<file path="src/rtl/cpte_pkg.sv">
// Shared types, register indexes and encoding constants for the code point encoder.
// No dependencies; every other file in rtl imports this package.
package cpte_pkg;

  // Configuration register indexes.
  localparam int unsigned CFG_INDEX_W = 1;
  localparam int unsigned CFG_DATA_W  = 2;
  localparam logic [CFG_INDEX_W-1:0] REG_ENCODING_MODE = 1'd0;
  localparam logic [CFG_INDEX_W-1:0] REG_CRLF_ENABLE   = 1'd1;

  // Encoding modes; the unused code behaves as UTF-16 big-endian.
  localparam logic [1:0] MODE_SINGLE = 2'd0;
  localparam logic [1:0] MODE_UTF8   = 2'd1;
  localparam logic [1:0] MODE_UTF16  = 2'd2;

  // Character constants.
  localparam logic [31:0] NL_CODE   = 32'h0000_000A;
  localparam logic [7:0]  CR_BYTE   = 8'd13;
  localparam logic [15:0] REPL_UNIT = 16'hFFFD;

  // Default depth of the queue between front and back.
  localparam int unsigned CPTE_QUEUE_DEPTH = 2;

  // One encoded run: up to four bytes, byte 0 first, and the index of the last one.
  typedef struct packed {
    logic [3:0][7:0] bytes;
    logic [1:0]      last_idx;
  } cpte_entry_t;

endpackage

</file>
<file path="src/rtl/cpte_front.sv">
// Front end of the code point encoder: configuration registers, request
// acceptance and classification of each code point into a run of bytes.
// Depends on cpte_pkg.
module cpte_front import cpte_pkg::*; (
  input  logic                   clk,
  input  logic                   rst,
  input  logic                   cfg_write,
  input  logic [CFG_INDEX_W-1:0] cfg_index,
  input  logic [CFG_DATA_W-1:0]  cfg_data,
  input  logic                   in_valid,
  output logic                   in_stall,
  input  logic [31:0]            code_point,
  input  logic                   queue_full,
  output logic                   push,
  output cpte_entry_t            push_entry
);

  logic [1:0]  encoding_mode;
  logic        crlf_enable;
  logic        cr;
  logic        utf16_bmp;
  logic        utf16_supp;
  logic [19:0] supp_offset;

  // Configuration registers.
  always_ff @(posedge clk) begin
    if (rst) begin
      encoding_mode <= MODE_UTF8;
      crlf_enable   <= 1'b0;
    end else if (cfg_write) begin
      unique case (cfg_index)
        REG_ENCODING_MODE: encoding_mode <= cfg_data;
        REG_CRLF_ENABLE:   crlf_enable   <= cfg_data[0];
        default:           ;
      endcase
    end
  end

  // A request is taken whenever the queue has room.
  assign in_stall = queue_full;
  assign push     = in_valid && !queue_full;

  // Newline test used by every mode, and range tests for the UTF-16 path.
  assign cr          = crlf_enable && (code_point == NL_CODE);
  assign utf16_bmp   = (code_point[31:16] == 16'h0000);
  assign utf16_supp  = (code_point[31:16] <= 16'h0010);
  assign supp_offset = code_point[19:0] - 20'h1_0000;

  // Classification into the byte run.
  always_comb begin
    push_entry = '0;
    unique case (encoding_mode)
      MODE_SINGLE: begin
        if (cr) begin
          push_entry.bytes[0] = CR_BYTE;
          push_entry.bytes[1] = code_point[7:0];
          push_entry.last_idx = 2'd1;
        end else begin
          push_entry.bytes[0] = code_point[7:0];
          push_entry.last_idx = 2'd0;
        end
      end
      MODE_UTF8: begin
        if (code_point[31:7] == 25'd0) begin
          // Only the one-byte path carries the carriage return.
          if (cr) begin
            push_entry.bytes[0] = CR_BYTE;
            push_entry.bytes[1] = code_point[7:0];
            push_entry.last_idx = 2'd1;
          end else begin
            push_entry.bytes[0] = code_point[7:0];
            push_entry.last_idx = 2'd0;
          end
        end else if (code_point[31:11] == 21'd0) begin
          push_entry.bytes[0] = {3'b110, code_point[10:6]};
          push_entry.bytes[1] = {2'b10, code_point[5:0]};
          push_entry.last_idx = 2'd1;
        end else if (code_point[31:16] == 16'd0) begin
          push_entry.bytes[0] = {4'hE, code_point[15:12]};
          push_entry.bytes[1] = {2'b10, code_point[11:6]};
          push_entry.bytes[2] = {2'b10, code_point[5:0]};
          push_entry.last_idx = 2'd2;
        end else begin
          // Four-byte form; the lead byte keeps only bits 21:18 above the marker.
          push_entry.bytes[0] = {4'hF, code_point[21:18]};
          push_entry.bytes[1] = {2'b10, code_point[17:12]};
          push_entry.bytes[2] = {2'b10, code_point[11:6]};
          push_entry.bytes[3] = {2'b10, code_point[5:0]};
          push_entry.last_idx = 2'd3;
        end
      end
      default: begin
        // UTF-16 big-endian, also used for the unused mode code.
        if (cr) begin
          push_entry.bytes[0] = 8'h00;
          push_entry.bytes[1] = CR_BYTE;
          push_entry.bytes[2] = code_point[15:8];
          push_entry.bytes[3] = code_point[7:0];
          push_entry.last_idx = 2'd3;
        end else if (utf16_bmp) begin
          push_entry.bytes[0] = code_point[15:8];
          push_entry.bytes[1] = code_point[7:0];
          push_entry.last_idx = 2'd1;
        end else if (utf16_supp) begin
          push_entry.bytes[0] = {6'b110110, supp_offset[19:18]};
          push_entry.bytes[1] = supp_offset[17:10];
          push_entry.bytes[2] = {6'b110111, supp_offset[9:8]};
          push_entry.bytes[3] = supp_offset[7:0];
          push_entry.last_idx = 2'd3;
        end else begin
          push_entry.bytes[0] = REPL_UNIT[15:8];
          push_entry.bytes[1] = REPL_UNIT[7:0];
          push_entry.last_idx = 2'd1;
        end
      end
    endcase
  end

endmodule

</file>
<file path="src/rtl/cpte_queue.sv">
// Small queue of encoded runs between the front and back of the encoder.
// Depends on cpte_pkg for the entry type.
module cpte_queue import cpte_pkg::*; #(
  parameter int unsigned DEPTH = CPTE_QUEUE_DEPTH
) (
  input  logic        clk,
  input  logic        rst,
  input  logic        push,
  input  cpte_entry_t push_entry,
  output logic        full,
  input  logic        pop,
  output logic        head_valid,
  output cpte_entry_t head
);

  localparam int unsigned PTR_W = (DEPTH > 1) ? $clog2(DEPTH) : 1;
  localparam int unsigned CNT_W = $clog2(DEPTH + 1);
  localparam logic [PTR_W-1:0] LAST_PTR = PTR_W'(DEPTH - 1);
  localparam logic [CNT_W-1:0] FULL_CNT = CNT_W'(DEPTH);

  cpte_entry_t      entries [DEPTH];
  logic [PTR_W-1:0] wr_ptr;
  logic [PTR_W-1:0] rd_ptr;
  logic [CNT_W-1:0] count;
  logic [CNT_W-1:0] count_next;

  assign full       = (count == FULL_CNT);
  assign head_valid = (count != '0);
  assign head       = entries[rd_ptr];

  always_comb begin
    count_next = count;
    if (push && !pop) begin
      count_next = count + CNT_W'(1);
    end else if (pop && !push) begin
      count_next = count - CNT_W'(1);
    end
  end

  // Pointers and fill count.
  always_ff @(posedge clk) begin
    if (rst) begin
      wr_ptr <= '0;
      rd_ptr <= '0;
      count  <= '0;
    end else begin
      count <= count_next;
      if (push) begin
        wr_ptr <= (wr_ptr == LAST_PTR) ? '0 : wr_ptr + PTR_W'(1);
      end
      if (pop) begin
        rd_ptr <= (rd_ptr == LAST_PTR) ? '0 : rd_ptr + PTR_W'(1);
      end
    end
  end

  // Entry storage.
  always_ff @(posedge clk) begin
    if (push) begin
      entries[wr_ptr] <= push_entry;
    end
  end

endmodule

</file>
<file path="src/rtl/cpte_back.sv">
// Back end of the encoder: walks the head run of the queue and sends one
// byte per request through a registered output. Depends on cpte_pkg.
module cpte_back import cpte_pkg::*; (
  input  logic        clk,
  input  logic        rst,
  input  logic        head_valid,
  input  cpte_entry_t head,
  output logic        pop,
  output logic        out_valid,
  input  logic        out_stall,
  output logic [7:0]  out_byte,
  output logic        last_byte
);

  logic [1:0] byte_idx;
  logic       load;
  logic       at_last;

  // The output register takes a new byte when it is empty or being drained.
  assign load    = head_valid && (!out_valid || !out_stall);
  assign at_last = (byte_idx == head.last_idx);
  assign pop     = load && at_last;

  // Control: output valid and position within the current run.
  always_ff @(posedge clk) begin
    if (rst) begin
      out_valid <= 1'b0;
      byte_idx  <= '0;
    end else if (load) begin
      out_valid <= 1'b1;
      byte_idx  <= at_last ? 2'd0 : byte_idx + 2'd1;
    end else if (!out_stall) begin
      out_valid <= 1'b0;
    end
  end

  // Output payload.
  always_ff @(posedge clk) begin
    if (load) begin
      out_byte  <= head.bytes[byte_idx];
      last_byte <= at_last;
    end
  end

endmodule

</file>
<file path="src/rtl/code_point_text_encoder.sv">
// Code point text encoder, top level: front end, run queue and byte sender.
// Depends on cpte_pkg, cpte_front, cpte_queue and cpte_back.
//
// Usage:
//   Input channel: code_point with in_valid / in_stall; a request is taken at
//   a rising edge with in_valid high and in_stall low.
//   Output channel: out_byte and last_byte with out_valid / out_stall; one
//   byte per request, last_byte marks the final byte of a code point's run.
//   Configuration: cfg_write, cfg_index, cfg_data; index 0 is the encoding
//   mode (0 single byte, 1 UTF-8, 2 UTF-16 BE), index 1 the CRLF enable.
//   Write configuration only while no run is in flight.
// Timing:
//   The first byte of a code point passes through the queue and then the
//   output register before it is valid. The output register sends one byte
//   per cycle while a run waits and out_stall is low; a code point's run is
//   1 to 4 bytes, and that single-byte output path sets the sustained rate.
//   The queue of QUEUE_DEPTH runs lets requests be taken while earlier bytes
//   wait; in_stall rises only when the queue is full.
// Reset:
//   Synchronous reset empties the queue, drops out_valid and sets the mode
//   to UTF-8 with CRLF off. A stalled output byte holds until taken.
module code_point_text_encoder import cpte_pkg::*; #(
  parameter int unsigned QUEUE_DEPTH = CPTE_QUEUE_DEPTH
) (
  input  logic                   clk,
  input  logic                   rst,
  input  logic                   cfg_write,
  input  logic [CFG_INDEX_W-1:0] cfg_index,
  input  logic [CFG_DATA_W-1:0]  cfg_data,
  input  logic                   in_valid,
  output logic                   in_stall,
  input  logic [31:0]            code_point,
  output logic                   out_valid,
  input  logic                   out_stall,
  output logic [7:0]             out_byte,
  output logic                   last_byte
);

  logic        push;
  cpte_entry_t push_entry;
  logic        queue_full;
  logic        pop;
  logic        head_valid;
  cpte_entry_t head;

  // Classification of incoming code points.
  cpte_front u_front (
    .clk        (clk),
    .rst        (rst),
    .cfg_write  (cfg_write),
    .cfg_index  (cfg_index),
    .cfg_data   (cfg_data),
    .in_valid   (in_valid),
    .in_stall   (in_stall),
    .code_point (code_point),
    .queue_full (queue_full),
    .push       (push),
    .push_entry (push_entry)
  );

  // Runs waiting for the back end.
  cpte_queue #(
    .DEPTH (QUEUE_DEPTH)
  ) u_queue (
    .clk        (clk),
    .rst        (rst),
    .push       (push),
    .push_entry (push_entry),
    .full       (queue_full),
    .pop        (pop),
    .head_valid (head_valid),
    .head       (head)
  );

  // Byte-by-byte output.
  cpte_back u_back (
    .clk        (clk),
    .rst        (rst),
    .head_valid (head_valid),
    .head       (head),
    .pop        (pop),
    .out_valid  (out_valid),
    .out_stall  (out_stall),
    .out_byte   (out_byte),
    .last_byte  (last_byte)
  );

endmodule

</file>
<file path="config.mk">
export PLATFORM = sky130hd
export DESIGN_NAME = code_point_text_encoder
export DESIGN_NICKNAME = d
export VERILOG_FILES = /design/src/rtl/cpte_pkg.sv /design/src/rtl/cpte_front.sv /design/src/rtl/cpte_queue.sv /design/src/rtl/cpte_back.sv /design/src/rtl/code_point_text_encoder.sv
export SDC_FILE = /design/constraint.sdc
export NUM_CORES = 1
export LEC_CHECK = 0
export ABC_AREA = 1
export BUFFER_PORTS_ARGS = -buffer_cell sky130_fd_sc_hd__buf_2
export CAP_MARGIN = 20
export CELL_PAD_IN_SITES_DETAIL_PLACEMENT = 1
export CELL_PAD_IN_SITES_GLOBAL_PLACEMENT = 1
export CORE_AREA = 2 2 120 122
export DETAILED_ROUTE_END_ITERATION = 16
export DIE_AREA = 0 0 122 124
export PLACE_DENSITY_LB_ADDON = 0.12
export SLEW_MARGIN = 5
export SYNTH_ARGS = -nofsm -noshare
export SYNTH_HDL_FRONTEND = slang
export SYNTH_SLANG_ARGS = --single-unit
</file>
<file path="constraint.sdc">
create_clock -name clk -period 2.3 [get_ports clk]
set_input_delay 0.23 -clock clk [delete_from_list [all_inputs] [get_ports clk]]
set_output_delay 0.23 -clock clk [all_outputs]
set_load 0.01 [all_outputs]
</file>
Word-level counts from Yosys, hierarchy flattened
Memories as Yosys holds them, arrays and structs flattened. A register that Yosys moved wholly into a read port is not among the register bits.
Cells that the tools add are included.
- bits in registers: 19
- bits in writable memories: 68
- input bits: 40
- output and inout bits: 11
- memories kept: 1
- memories (memory ; words ; width ; read ports ; clocked after memory_dff ; wr ports ; line ; source):
    u_queue.entries ; 2 ; 34 ; 1 ; 1 ; 1 ; cpte_queue.sv:21 ; cpte_entry_t entries [DEPTH];
- add/sub/neg operators: 6
- order comparisons: 2
- equality and inequality tests: 5
- muxes and demuxes: 28
- bitwise operators: 1
- reduce and logical (&&, ||, !) cells: 20
- operators by type and width (cell ; number):
    18-bit two-way mux ; 4
    16-bit two-way mux ; 4
    18-bit one-hot mux with 2 select lines ; 1
    34-bit two-way mux ; 1
    32-bit by 4-bit equality test with 1-bit output (second input constant) ; 1
    16-bit one-hot mux with 2 select lines ; 1
    25-bit logical NOT ; 1
    24-bit two-way mux ; 1
    8-bit two-way mux ; 3
    21-bit logical NOT ; 1
    20-bit by 17-bit subtractor with 20-bit output (second input constant) ; 1
    8-bit binary-select mux with 2-bit select ; 1
    16-bit by 5-bit less-or-equal comparator with 1-bit output (second input constant) ; 1
    16-bit logical NOT ; 1
    10-bit two-way mux ; 1
    1-bit two-way mux ; 8
    1-bit logical AND ; 6
    2-bit two-way mux ; 3
    1-bit logical NOT ; 5
    2-bit by 1-bit adder with 2-bit output (second input constant) ; 2
    2-bit AND reduction ; 2
    2-bit nonzero test ; 2
    2-bit by 3-bit less-than comparator with 1-bit output (second input constant) ; 1
    1-bit adder (second input constant) ; 2
    8 further kinds ; 8

Depth between registers and ports, before layout
Gate-level depths: netlist of run 1.
- word-level depth: 7
- gate-level depth with buffers: 13
- gate-level depth less buffers: 12

By module
Synthesis of run 1 repeated with hierarchy kept, for this count alone.
- cells, all modules: 509
- area total of the unflattened synthesis: 5022.3 µm²
- by module, submodules not included (module ; instances ; cells an instance ; area each (µm²)):
    cpte_queue ; 1 ; 139 ; 2835.2
    cpte_front ; 1 ; 285 ; 1476.4
    cpte_back ; 1 ; 85 ; 710.7

Least setup slack after synthesis of run 1
OpenSTA, ideal clock, no wires.
- path type: reg-to-reg
- from: register u_queue.count[1]
- to: memory u_queue.entries[1][0] (netlist bit), enable pin
- arrival: 1.975 ns
- required time: 1.873 ns
- path slack: -0.102 ns
- stages on the path, launching flop included: 4
- path buffers: 0
- path through: dfxtp_1 -> inv_1 -> o21ai_0 -> nor2_1
- longest elaborated chain between the ends: 5
- RTL lines (what ; line ; source):
    start: declaration ; cpte_queue.sv:24 ; logic [CNT_W-1:0] count;
    start signal: assignment ; cpte_queue.sv:47 ; count <= count_next;
    2-bit equality test ; cpte_queue.sv:27 ; assign full = (count == FULL_CNT);
    1-bit logical NOT ; cpte_front.sv:41 ; assign push = in_valid && !queue_full;
    1-bit logical AND ; cpte_front.sv:41 ;
    1-bit two-way mux ; cpte_queue.sv:59 ; if (push) begin
    1-bit two-way mux (not written as such) ; cpte_queue.sv:60 ; entries[wr_ptr] <= push_entry;
    end: declaration ; cpte_queue.sv:21 ;
Every way passes these cells.

==> impl_metrics.env, run 1 <==
export IMPL_status="finished, final reports clean"
export IMPL_cts_buffers=9
export IMPL_grt_ovfl_total=0
export IMPL_grt_pass1_vias=4251
export IMPL_area_growth_pct=18.5
export IMPL_setup_viol=0
export IMPL_initial_core_util_pct=34.5
export IMPL_clock_power_share_pct=28.7
export IMPL_preCtsSetupSlack_ns=0.192
export IMPL_post_drt_via_cell_ratio=5.05
export IMPL_fin_crit_ns=1.94
export IMPL_dr_pass1_iters=4
export IMPL_io_buffers=50
export IMPL_rsz0062_at_grt="no"
export IMPL_yosys_area_top_type="edfxtp_1"
export IMPL_die_w_um=122
export IMPL_netlist_area_um2=4730
export IMPL_cts_setup_buffers=0
export IMPL_synth_distinct_cells=32
export IMPL_yosysWarnings=0
export IMPL_yosysSeqAreaShare_pct=53.5
export IMPL_skew_ns=0.00817
export IMPL_drive_above_1_share_pct=20.0
export IMPL_clock_latency_ns=0.34
export IMPL_required_ns=2.53
export IMPL_ys_ff_latch=88
export IMPL_slew_headroom_pct=65.4
export IMPL_crit_type="flop to flop"
export IMPL_cp_max_fo=4
export IMPL_root_buffer="clkbuf_16"
export IMPL_synth_top_cell_area_share_pct=48.8
export IMPL_critPathCaptureType="flop"
export IMPL_hpwl_um=12000
export IMPL_fin_ws_ns=0.356
export IMPL_nNetsFinal=654
export IMPL_antenna_left=0
export IMPL_diodes=0
export IMPL_cts_resized_gates=0
export IMPL_hold_start="rst"
export IMPL_grtUsageTotal_pct=21.6
export IMPL_cts_buffer_depth=2
export IMPL_ioPinCount=51
export IMPL_drt_iter0_markers=215
export IMPL_antenna_found_initial=0
export IMPL_grt_max_degree=36
export IMPL_die_area_um2=15100
export IMPL_drc_errors=0
export IMPL_grt_pass1_wl_um=23800
export IMPL_cts_tree="yes"
export IMPL_final_setup_tns_ns=0
export IMPL_routedWlPerCell_um=19.6
export IMPL_synth_area_leaders="edfxtp_1, nor2_1, nand2_1, o21ai_0, dfxtp_1"
export IMPL_finalCritPeriodShare_pct=84.5
export IMPL_seqPwrFrac_pct=41.7
export IMPL_maxCapViolCount=0
export IMPL_placed_area_um2=5290
export IMPL_core_area_um2=13700
export IMPL_fp_dieH_um=124
export IMPL_p_int_mw=3.66
export IMPL_p_sw_mw=1.83
export IMPL_hp_class="input port to flop"
export IMPL_leakagePower_nw=2.35
export IMPL_final_hold_viol_count=0
export IMPL_row_count=43
export IMPL_totalWireLength_um=15600
export IMPL_swShare_pct=33.3
export IMPL_fmax_mhz=514
export IMPL_synth_area_per_cell_um2=8.67
export IMPL_p_comb_share_pct=29.7
export IMPL_whs_path_depth=2
export IMPL_netlist_instances=546
export IMPL_cts_hold_buf=0
export IMPL_slew_violations=0
export IMPL_peakVddDrop_v=0.000356
export IMPL_clk_pin_slew_worst_paths_ns=0.06
export IMPL_synth_nets=589
export IMPL_dp_cells=780
export IMPL_htreeDepth=3
export IMPL_whs_ns=0.123
export IMPL_routabilityCongestion=0.962
export IMPL_finalPower_mw=5.48
export IMPL_start_kind="flop"
export IMPL_vias=4023
export IMPL_stdcell_area_um2=5610
export IMPL_final_util_pct=40.9
export IMPL_worst_pin_slew_ns=0.517
export IMPL_cts_sinks=88
export IMPL_arrival_ns=2.17
export IMPL_worstRegToRegCells=12
export IMPL_finalNonFillerCells=796
export IMPL_p_per_area_nw_per_um2=977
-- synthesized netlist by cell type (all sizes together) --
cell type	count
nor2	115
nand2	111
edfxtp	77
o21ai	60
inv	53
nand3	41
a21oi	18
dfxtp	11
buf	10
clkbuf	9
o22ai	9
a31oi	8
o211ai	8
nor3	4
ha	3
nand4	3
xor2	3
clkinv	1
o31ai	1
xnor2	1
-- state kept, by name, summed over array words and instances (netlist names), named ones only --
register and cells:
u_back.out_byte 8, u_front.encoding_mode 2, u_queue.rd_ptr 1, u_queue.entries 68, u_queue.wr_ptr 1, u_back.byte_idx 2, u_back.out_valid 1, u_queue.count 2
u_back.last_byte 1, u_front.crlf_enable 1
-- final timing paths --
kind                                            to  slack (ns)
setup / recovery     u_queue.count[1]$_SDFFE_PP0P_        0.36
hold / removal    u_front.crlf_enable$_SDFFE_PP0P_        0.12
setup reg to reg     u_queue.count[1]$_SDFFE_PP0P_        0.36
hold reg to reg   u_front.crlf_enable$_SDFFE_PP0P_        0.48
-- layout make-up --
cell class | count | area (µm²)
Fill cell | 1683 | 8110
Sequential cell | 88 | 2530
Multi-Input combinational cell | 385 | 1890
Timing Repair Buffer | 73 | 435
Clock buffer | 10 | 229
Tap cell | 180 | 225
Inverter | 54 | 208
Clock inverter | 6 | 90.1
-- metal layers --
layer	global-route usage (%)	vias up	wire, µm
met5	0	-	0
met3	2.79	25	546
li1	-	1978	-
met1	26.5	1935	6800
met4	8.33	0	395
met2	38.6	85	7860
-- cell usage in the layout (no fill, tap or decap), types with 2 or more instances in the layout --
cell type  netlist  layout
nand2_1        104     104
nor2_1         106     104
edfxtp_1        77      77
o21ai_0         55      55
buf_2            6      50
inv_1           48      48
nand3_1         39      39
buf_4            0      22
a21oi_1         12      12
dfxtp_1         11      11
o22ai_1          9       9
clkbuf_16        0       9
o211ai_1         8       8
a31oi_1          8       8
nand2_2          6       6
nor2_2           4       6
a21oi_2          6       6
inv_2            5       5
nor3_1           4       4
xor2_1           3       3
nor2_8           3       3
o21ai_2          3       3
nand4_1          3       3
ha_1             3       3
nor2_4           2       2
o21ai_1          2       2
inv_6            0       2
bufinv_16        0       2
-- power groups by stage --
stage | Combinational (mW) | Clock, mW | Sequential [mW]
after floorplan | 0.959 | 0 | 2.34
after global placement | 1.61 | 0 | 2.31
after detailed placement | 1.67 | 0 | 2.33
after CTS | 1.67 | 1.59 | 2.29
after global routing | 1.83 | 1.64 | 2.32
final | 1.63 | 1.57 | 2.29
-- logic make-up (layout without fill, tap and decap cells) --
group / count (synthesis) / in the layout / share of synthesized area (%)
compound gates: 104 / 104 / 12.6
xor+xnor: 4 / 4 / 0.740
fa+ha+maj: 3 / 3 / 0.793
buf+inv: 73 / 143 / 6.69
flops: 88 / 88 / 53.5
simple gates: 274 / 274 / 25.7
-- worst max-delay path, cell delays in order (launching register included) --
cell and delay (ns):
dfxtp_1 0.37, inv_1 0.09, nand2_1 0.06, nand2_1 0.06
xor2_1 0.14, nand2_1 0.10, nor2_1 0.15, inv_2 0.07
ha_1 0.31, a21oi_1 0.12, o21ai_0 0.13, o21ai_0 0.18
a21oi_1 0.06
No activity file was read; power rests on OpenSTA's default activity.
==> run 2: changes to the inputs <==
==> constraint.sdc (replaced) <==
create_clock -name clk -period 1.7 [get_ports clk]
set_input_delay 0.17 -clock clk [delete_from_list [all_inputs] [get_ports clk]]
set_output_delay 0.17 -clock clk [all_outputs]
set_load 0.01 [all_outputs]
==> run 2 against run 1 <==
  * Critical endpoint unchanged
  * Critical path type unchanged
  * Total power up 37%
  * Clock-buffer cell count is 1 lower
  * Non-clock buffer count is 61 higher
  * Highest routed layer unchanged
  * Global-route usage increased by 0.22 points
  * Clock skew shrank 0.0030 ns
  * Cell count rose by 7.7%
  * Die area is the same
  * First-iteration DRC count fell by 8.4%
  * Worst hold slack worse by 0.054 ns
  * Largest cell class unchanged
==> impl_metrics.env, run 2 (synthesis gave the netlist of run 1 again) <==
export IMPL_status="finished, final reports clean"
export IMPL_cts_tree="yes"
export IMPL_p_comb_share_pct=33.1
export IMPL_cts_buffers=9
export IMPL_root_buffer="clkbuf_16"
export IMPL_finalCritPeriodShare_pct=97.0
export IMPL_hp_class="input port to flop"
export IMPL_clock_power_share_pct=25.5
export IMPL_io_buffers=50
export IMPL_grtUsageTotal_pct=21.8
export IMPL_diodes=0
export IMPL_hpwl_um=11900
export IMPL_cts_sinks=88
export IMPL_reg_top3="u_queue.entries (68), u_back.out_byte (8)"
export IMPL_cts_hold_buf=0
export IMPL_antenna_left=0
export IMPL_die_area_um2=15100
export IMPL_slew_headroom_pct=63.8
export IMPL_maxCapViolCount=0
export IMPL_cts_buffer_depth=2
export IMPL_routabilityCongestion=0.946
export IMPL_htreeDepth=3
export IMPL_p_sw_mw=2.51
export IMPL_p_per_area_nw_per_um2=1220
export IMPL_timing_critical_path_to="u_queue.count[1]$_SDFFE_PP0P_"
export IMPL_final_hold_viol_count=0
export IMPL_drive_above_1_share_pct=29.7
export IMPL_fmax_mhz=607
export IMPL_worstRegToRegCells=12
export IMPL_final_common_cell="nor2_1"
export IMPL_routedWlPerCell_um=18.3
export IMPL_arrival_ns=1.88
export IMPL_antenna_found_initial=0
export IMPL_core_area_um2=13700
export IMPL_fp_dieH_um=124
export IMPL_area_growth_pct=29.8
export IMPL_fin_crit_ns=1.65
export IMPL_crit_type="flop to flop"
export IMPL_rsz0062_at_grt="yes"
export IMPL_clk_pin_slew_worst_paths_ns=0.06
export IMPL_grt_pass1_wl_um=24400
export IMPL_swShare_pct=33.4
export IMPL_grt_ovfl_total=0
export IMPL_dr_pass1_iters=6
export IMPL_required_ns=1.93
export IMPL_vias=4291
export IMPL_start_kind="flop"
export IMPL_clock_latency_ns=0.34
export IMPL_whs_ns=0.0690
export IMPL_drc_errors=0
export IMPL_top_register="u_queue.entries"
export IMPL_slew_violations=0
export IMPL_p_int_mw=4.99
export IMPL_ioPinCount=51
export IMPL_setup_viol=0
export IMPL_cp_max_fo=4
export IMPL_nNetsFinal=715
export IMPL_leakagePower_nw=2.66
export IMPL_reg2reg_setup_slack_ns=0.05
export IMPL_die_w_um=122
export IMPL_row_count=43
export IMPL_finalPower_mw=7.49
export IMPL_grt_max_degree=36
export IMPL_drt_iter0_markers=197
export IMPL_initial_core_util_pct=34.5
export IMPL_grt_pass1_vias=4516
export IMPL_peakVddDrop_v=0.000581
export IMPL_final_cell_mix="nor2_1, nand2_1, buf_4, edfxtp_1, o21ai_0"
export IMPL_r2r_end="u_queue.count[1]$_SDFFE_PP0P_"
export IMPL_totalWireLength_um=15700
export IMPL_final_setup_tns_ns=0
export IMPL_worst_pin_slew_ns=0.542
export IMPL_post_drt_via_cell_ratio=5.01
export IMPL_largest_reg_flops=68
export IMPL_critPathCaptureType="flop"
export IMPL_filler_cell_count=1665
export IMPL_skew_ns=0.00516
export IMPL_seqPwrFrac_pct=41.4
[run 2: metrics by stage]
step / cells / utilization (%) / setup slack (ns) / cell area (µm²)
after floorplan: 546 / - / -0.168 / 4740
after global placement: 836 / 41.8 / -0.204 / 5740
after detailed placement: 836 / 41.8 / -0.266 / 5740
after CTS: 857 / 44.4 / -0.0323 / 6090
after global routing: 857 / 44.8 / -0.107 / 6140
final: 857 / 44.8 / 0.0512 / 6140
[run 2: final cells by class]
class | instances | area (µm²) | area share (%)
Multi-Input combinational cell | 385 | 1970 | 32.0
Clock buffer | 9 | 225 | 3.67
Clock inverter | 7 | 62.6 | 1.02
Tap cell | 180 | 225 | 3.67
Inverter | 54 | 210 | 3.42
Sequential cell | 88 | 2540 | 41.3
Timing Repair Buffer | 134 | 918 | 14.9
[run 2: worst max-delay path: stages, from the launching register on]
cell	delay, ns
dfxtp_4	0.36
inv_4	0.06
nand2_2	0.05
nand2_2	0.05
xor2_1	0.14
nand2_1	0.11
nor2_2	0.13
inv_2	0.07
ha_4	0.22
a21oi_2	0.11
o21ai_2	0.08
o21ai_2	0.11
a21oi_1	0.05
[run 2: metal layers]
layer | track usage, % | wire length (µm) | vias up
met1 | 28.1 | 7250 | 2084
met2 | 37.8 | 7690 | 92
met5 | 0 | 0 | -
met4 | 7.33 | 282 | 0
li1 | - | - | 2094
met3 | 3.07 | 484 | 21
[run 2: power by group through the flow]
stage / clock (mW) / combinational (mW) / sequential, mW
2_1_floorplan: 0 / 1.31 / 3.17
3_3_place_gp: 0 / 2.29 / 3.13
3_5_place_dp: 0 / 2.34 / 3.14
4_1_cts: 1.96 / 2.45 / 3.11
5_1_grt: 2.03 / 2.77 / 3.14
6_report: 1.91 / 2.48 / 3.10
[run 2: worst min-delay path by stage]
| stage | start | to | slack, ns | depth (start not counted) |
|---|---|---|---|---|
| floorplan | rst | flop | 0.24 | 1 |
| global placement | cfg_data[0] | u_front.encoding_mode[0]$_SDFFE_PP1P_ | 0.42 | 3 |
| detailed placement | cfg_data[1] | u_front.encoding_mode[1]$_SDFFE_PP0P_ | 0.42 | 3 |
| CTS | rst | u_front.crlf_enable$_SDFFE_PP0P_ | 0.06 | 2 |
| global route | cfg_data[1] | u_front.encoding_mode[1]$_SDFFE_PP0P_ | 0.06 | 3 |
| finish | cfg_data[1] | u_front.encoding_mode[1]$_SDFFE_PP0P_ | 0.07 | 3 |
[run 2: what timing repair did]
action	CTS	global route
endpoints found under the setup margin	2	38
cloned	0	0
buffers inserted	5	1
gates resized for setup	7	17
pin swaps	5	7
==> run 3: changes to the inputs <==
--- a/config.mk
+++ b/config.mk
@@ -10,10 +10,11 @@
 export CAP_MARGIN = 20
 export CELL_PAD_IN_SITES_DETAIL_PLACEMENT = 1
 export CELL_PAD_IN_SITES_GLOBAL_PLACEMENT = 1
-export CORE_AREA = 2 2 120 122
+export CORE_AREA = 2 2 91 159
 export DETAILED_ROUTE_END_ITERATION = 16
-export DIE_AREA = 0 0 122 124
+export DIE_AREA = 0 0 93 161
 export PLACE_DENSITY_LB_ADDON = 0.12
+export SETUP_SLACK_MARGIN = 0.1
 export SLEW_MARGIN = 5
 export SYNTH_ARGS = -nofsm -noshare
 export SYNTH_HDL_FRONTEND = slang
==> run 3 against run 2 <==
  * Highest routed layer unchanged
  * Register-to-register slack got worse by 0.07 ns
  * Clock power is 9.9% higher
  * Global-route usage up 0.84 points
  * Sequential power hardly changed
  * Clock-buffer cell count rose by 2
  * Worst hold slack improved by 0.011 ns
  * The flow now finishes with violations (negative setup slack)
  * Clock skew grew 0.0051 ns
  * Fmax fell by 4.1%
  * Non-clock buffer count grew 10
  * Routed wire length up 2.5%
==> impl_metrics.env, run 3 (synthesis gave the netlist of run 1 again) <==
export IMPL_rsz0062_at_grt="yes"
export IMPL_post_drt_via_cell_ratio=5.02
export IMPL_stdcell_area_um2=6290
export IMPL_fin_crit_ns=1.72
export IMPL_clk_pin_slew_worst_paths_ns=0.06
export IMPL_top_register="u_queue.entries"
export IMPL_grt_pass1_wl_um=25300
export IMPL_nNetsFinal=725
export IMPL_cts_buffer_depth=2
export IMPL_grt_ovfl_total=0
export IMPL_finalNonFillerCells=864
export IMPL_root_buffer="clkbuf_16"
export IMPL_dr_pass1_iters=4
export IMPL_cts_sinks=88
export IMPL_routedWlPerCell_um=18.6
export IMPL_grtUsageTotal_pct=22.7
export IMPL_p_per_area_nw_per_um2=1240
export IMPL_whs_ns=0.0801
export IMPL_row_count=57
export IMPL_slew_headroom_pct=71.0
export IMPL_totalWireLength_um=16100
export IMPL_drt_iter0_markers=125
export IMPL_hpwl_um=13100
export IMPL_grt_max_degree=36
export IMPL_hp_class="input port to flop"
export IMPL_worst_pin_slew_ns=0.434
export IMPL_final_cell_mix="nor2_1, nand2_1, buf_4, edfxtp_1, o21ai_0"
export IMPL_drive_above_1_share_pct=31.4
export IMPL_status="complete, but fails checks"
export IMPL_leakagePower_nw=2.74
export IMPL_slew_violations=0
export IMPL_start_kind="flop"
export IMPL_drc_errors=0
export IMPL_fp_dieH_um=161
export IMPL_peakVddDrop_v=0.000509
export IMPL_cts_buffers=9
export IMPL_clock_latency_ns=0.33
export IMPL_cts_tree="yes"
export IMPL_fin_ws_ns=-0.0187
export IMPL_final_common_cell="nor2_1"
export IMPL_finalCritPeriodShare_pct=101
export IMPL_hold_start="rst"
export IMPL_cts_hold_buf=0
export IMPL_cp_max_fo=4
export IMPL_crit_type="flop to flop"
export IMPL_vias=4338
export IMPL_routabilityCongestion=0.930
export IMPL_ioPinCount=51
export IMPL_arrival_ns=1.94
export IMPL_largest_reg_flops=68
export IMPL_die_w_um=93
export IMPL_final_hold_viol_count=0
export IMPL_reg_top3="u_queue.entries (68), u_back.out_byte (8)"
export IMPL_violations="negative setup slack"
export IMPL_fmax_mhz=582
export IMPL_required_ns=1.92
export IMPL_antenna_found_initial=0
export IMPL_final_util_pct=45.9
export IMPL_setup_viol=1
export IMPL_diodes=0
export IMPL_initial_core_util_pct=34.6
export IMPL_area_growth_pct=32.9
export IMPL_placed_area_um2=5790
export IMPL_core_area_um2=13700
export IMPL_antenna_left=0
export IMPL_io_buffers=50
export IMPL_die_area_um2=15000
export IMPL_maxCapViolCount=0
export IMPL_htreeDepth=3
export IMPL_critPathCaptureType="flop"
export IMPL_dp_cells=840
export IMPL_grt_pass1_vias=4834
export IMPL_skew_ns=0.0103
## run 3: cell count changes in the layout (fill, tap and decap cells not counted), moves of 3 or more
cell | before | now
nor2_2 | 7 | 10
inv_1 | 47 | 44
buf_4 | 81 | 84
nor2_1 | 102 | 99
buf_6 | 0 | 7
inv_2 | 5 | 8
## run 3: worst paths after layout
check	to	slack [ns]	cells after the start
worst max-delay path	u_queue.count[1]$_SDFFE_PP0P_	-0.02	12
worst min-delay path	flop	0.08	2
worst max register to register	u_queue.count[1]$_SDFFE_PP0P_	-0.02	12
worst min register to register	u_front.crlf_enable$_SDFFE_PP0P_	0.46	2
## run 3: report_power, final
group          switching [mW]  leakage (nW)  internal (mW)
logic                    1.58          1.77           1.05
registers               0.142         0.806           2.96
clock network           0.770         0.156           1.33
total                    2.49          2.74           5.33
## run 3: cell type report
| cell class | count | area [µm²] |
|---|---|---|
| inverters | 54 | 218 |
| clock buffers | 11 | 243 |
| multi-input cells | 385 | 1970 |
| well taps | 177 | 221 |
| fillers | 1671 | 7400 |
| repair buffers | 144 | 1020 |
| flip-flops and latches | 88 | 2540 |
| clock inverters | 5 | 81.3 |
## run 3: stage by stage
step	worst slack, ns	power [mW]	setup TNS, ns
after floorplan	-0.168	4.48	-10.84
after global placement	-0.230	5.40	-6.61
after detailed placement	-0.266	5.51	-9.28
after CTS	-0.0289	7.88	-0.0289
after global routing	-0.0983	8.29	-0.114
final	-0.0187	7.83	-0.0187
## run 3: critical path, stage by stage, from the launching register on
cell,delay [ns]
dfxtp_4,0.36
inv_4,0.06
nand2_2,0.04
nand2_2,0.06
xor2_1,0.15
nand2_1,0.11
nor2_2,0.16
inv_2,0.07
ha_4,0.22
a21oi_2,0.10
o21ai_1,0.09
o21ai_1,0.13
a21oi_1,0.06
## run 3: per-layer routing
| metal | GRT usage, % | share of wire, % | routed length (µm) | vias up |
|---|---|---|---|---|
| li1 | - | - | - | 2116 |
| met1 | 21.8 | 35 | 5580 | 2086 |
| met2 | 44.5 | 57 | 9230 | 91 |
| met3 | 2.33 | 1.7 | 267 | 45 |
| met4 | 13.8 | 6.3 | 1020 | 0 |
| met5 | 0 | 0 | 0 | - |
## run 3: repair_timing
action / CTS / global route
endpoints found under the setup margin: 38 / 53
pin swaps: 6 / 13
resized for setup: 15 / 23
endpoints found under the hold margin: 0 / 0
setup buffers: 7 / 1
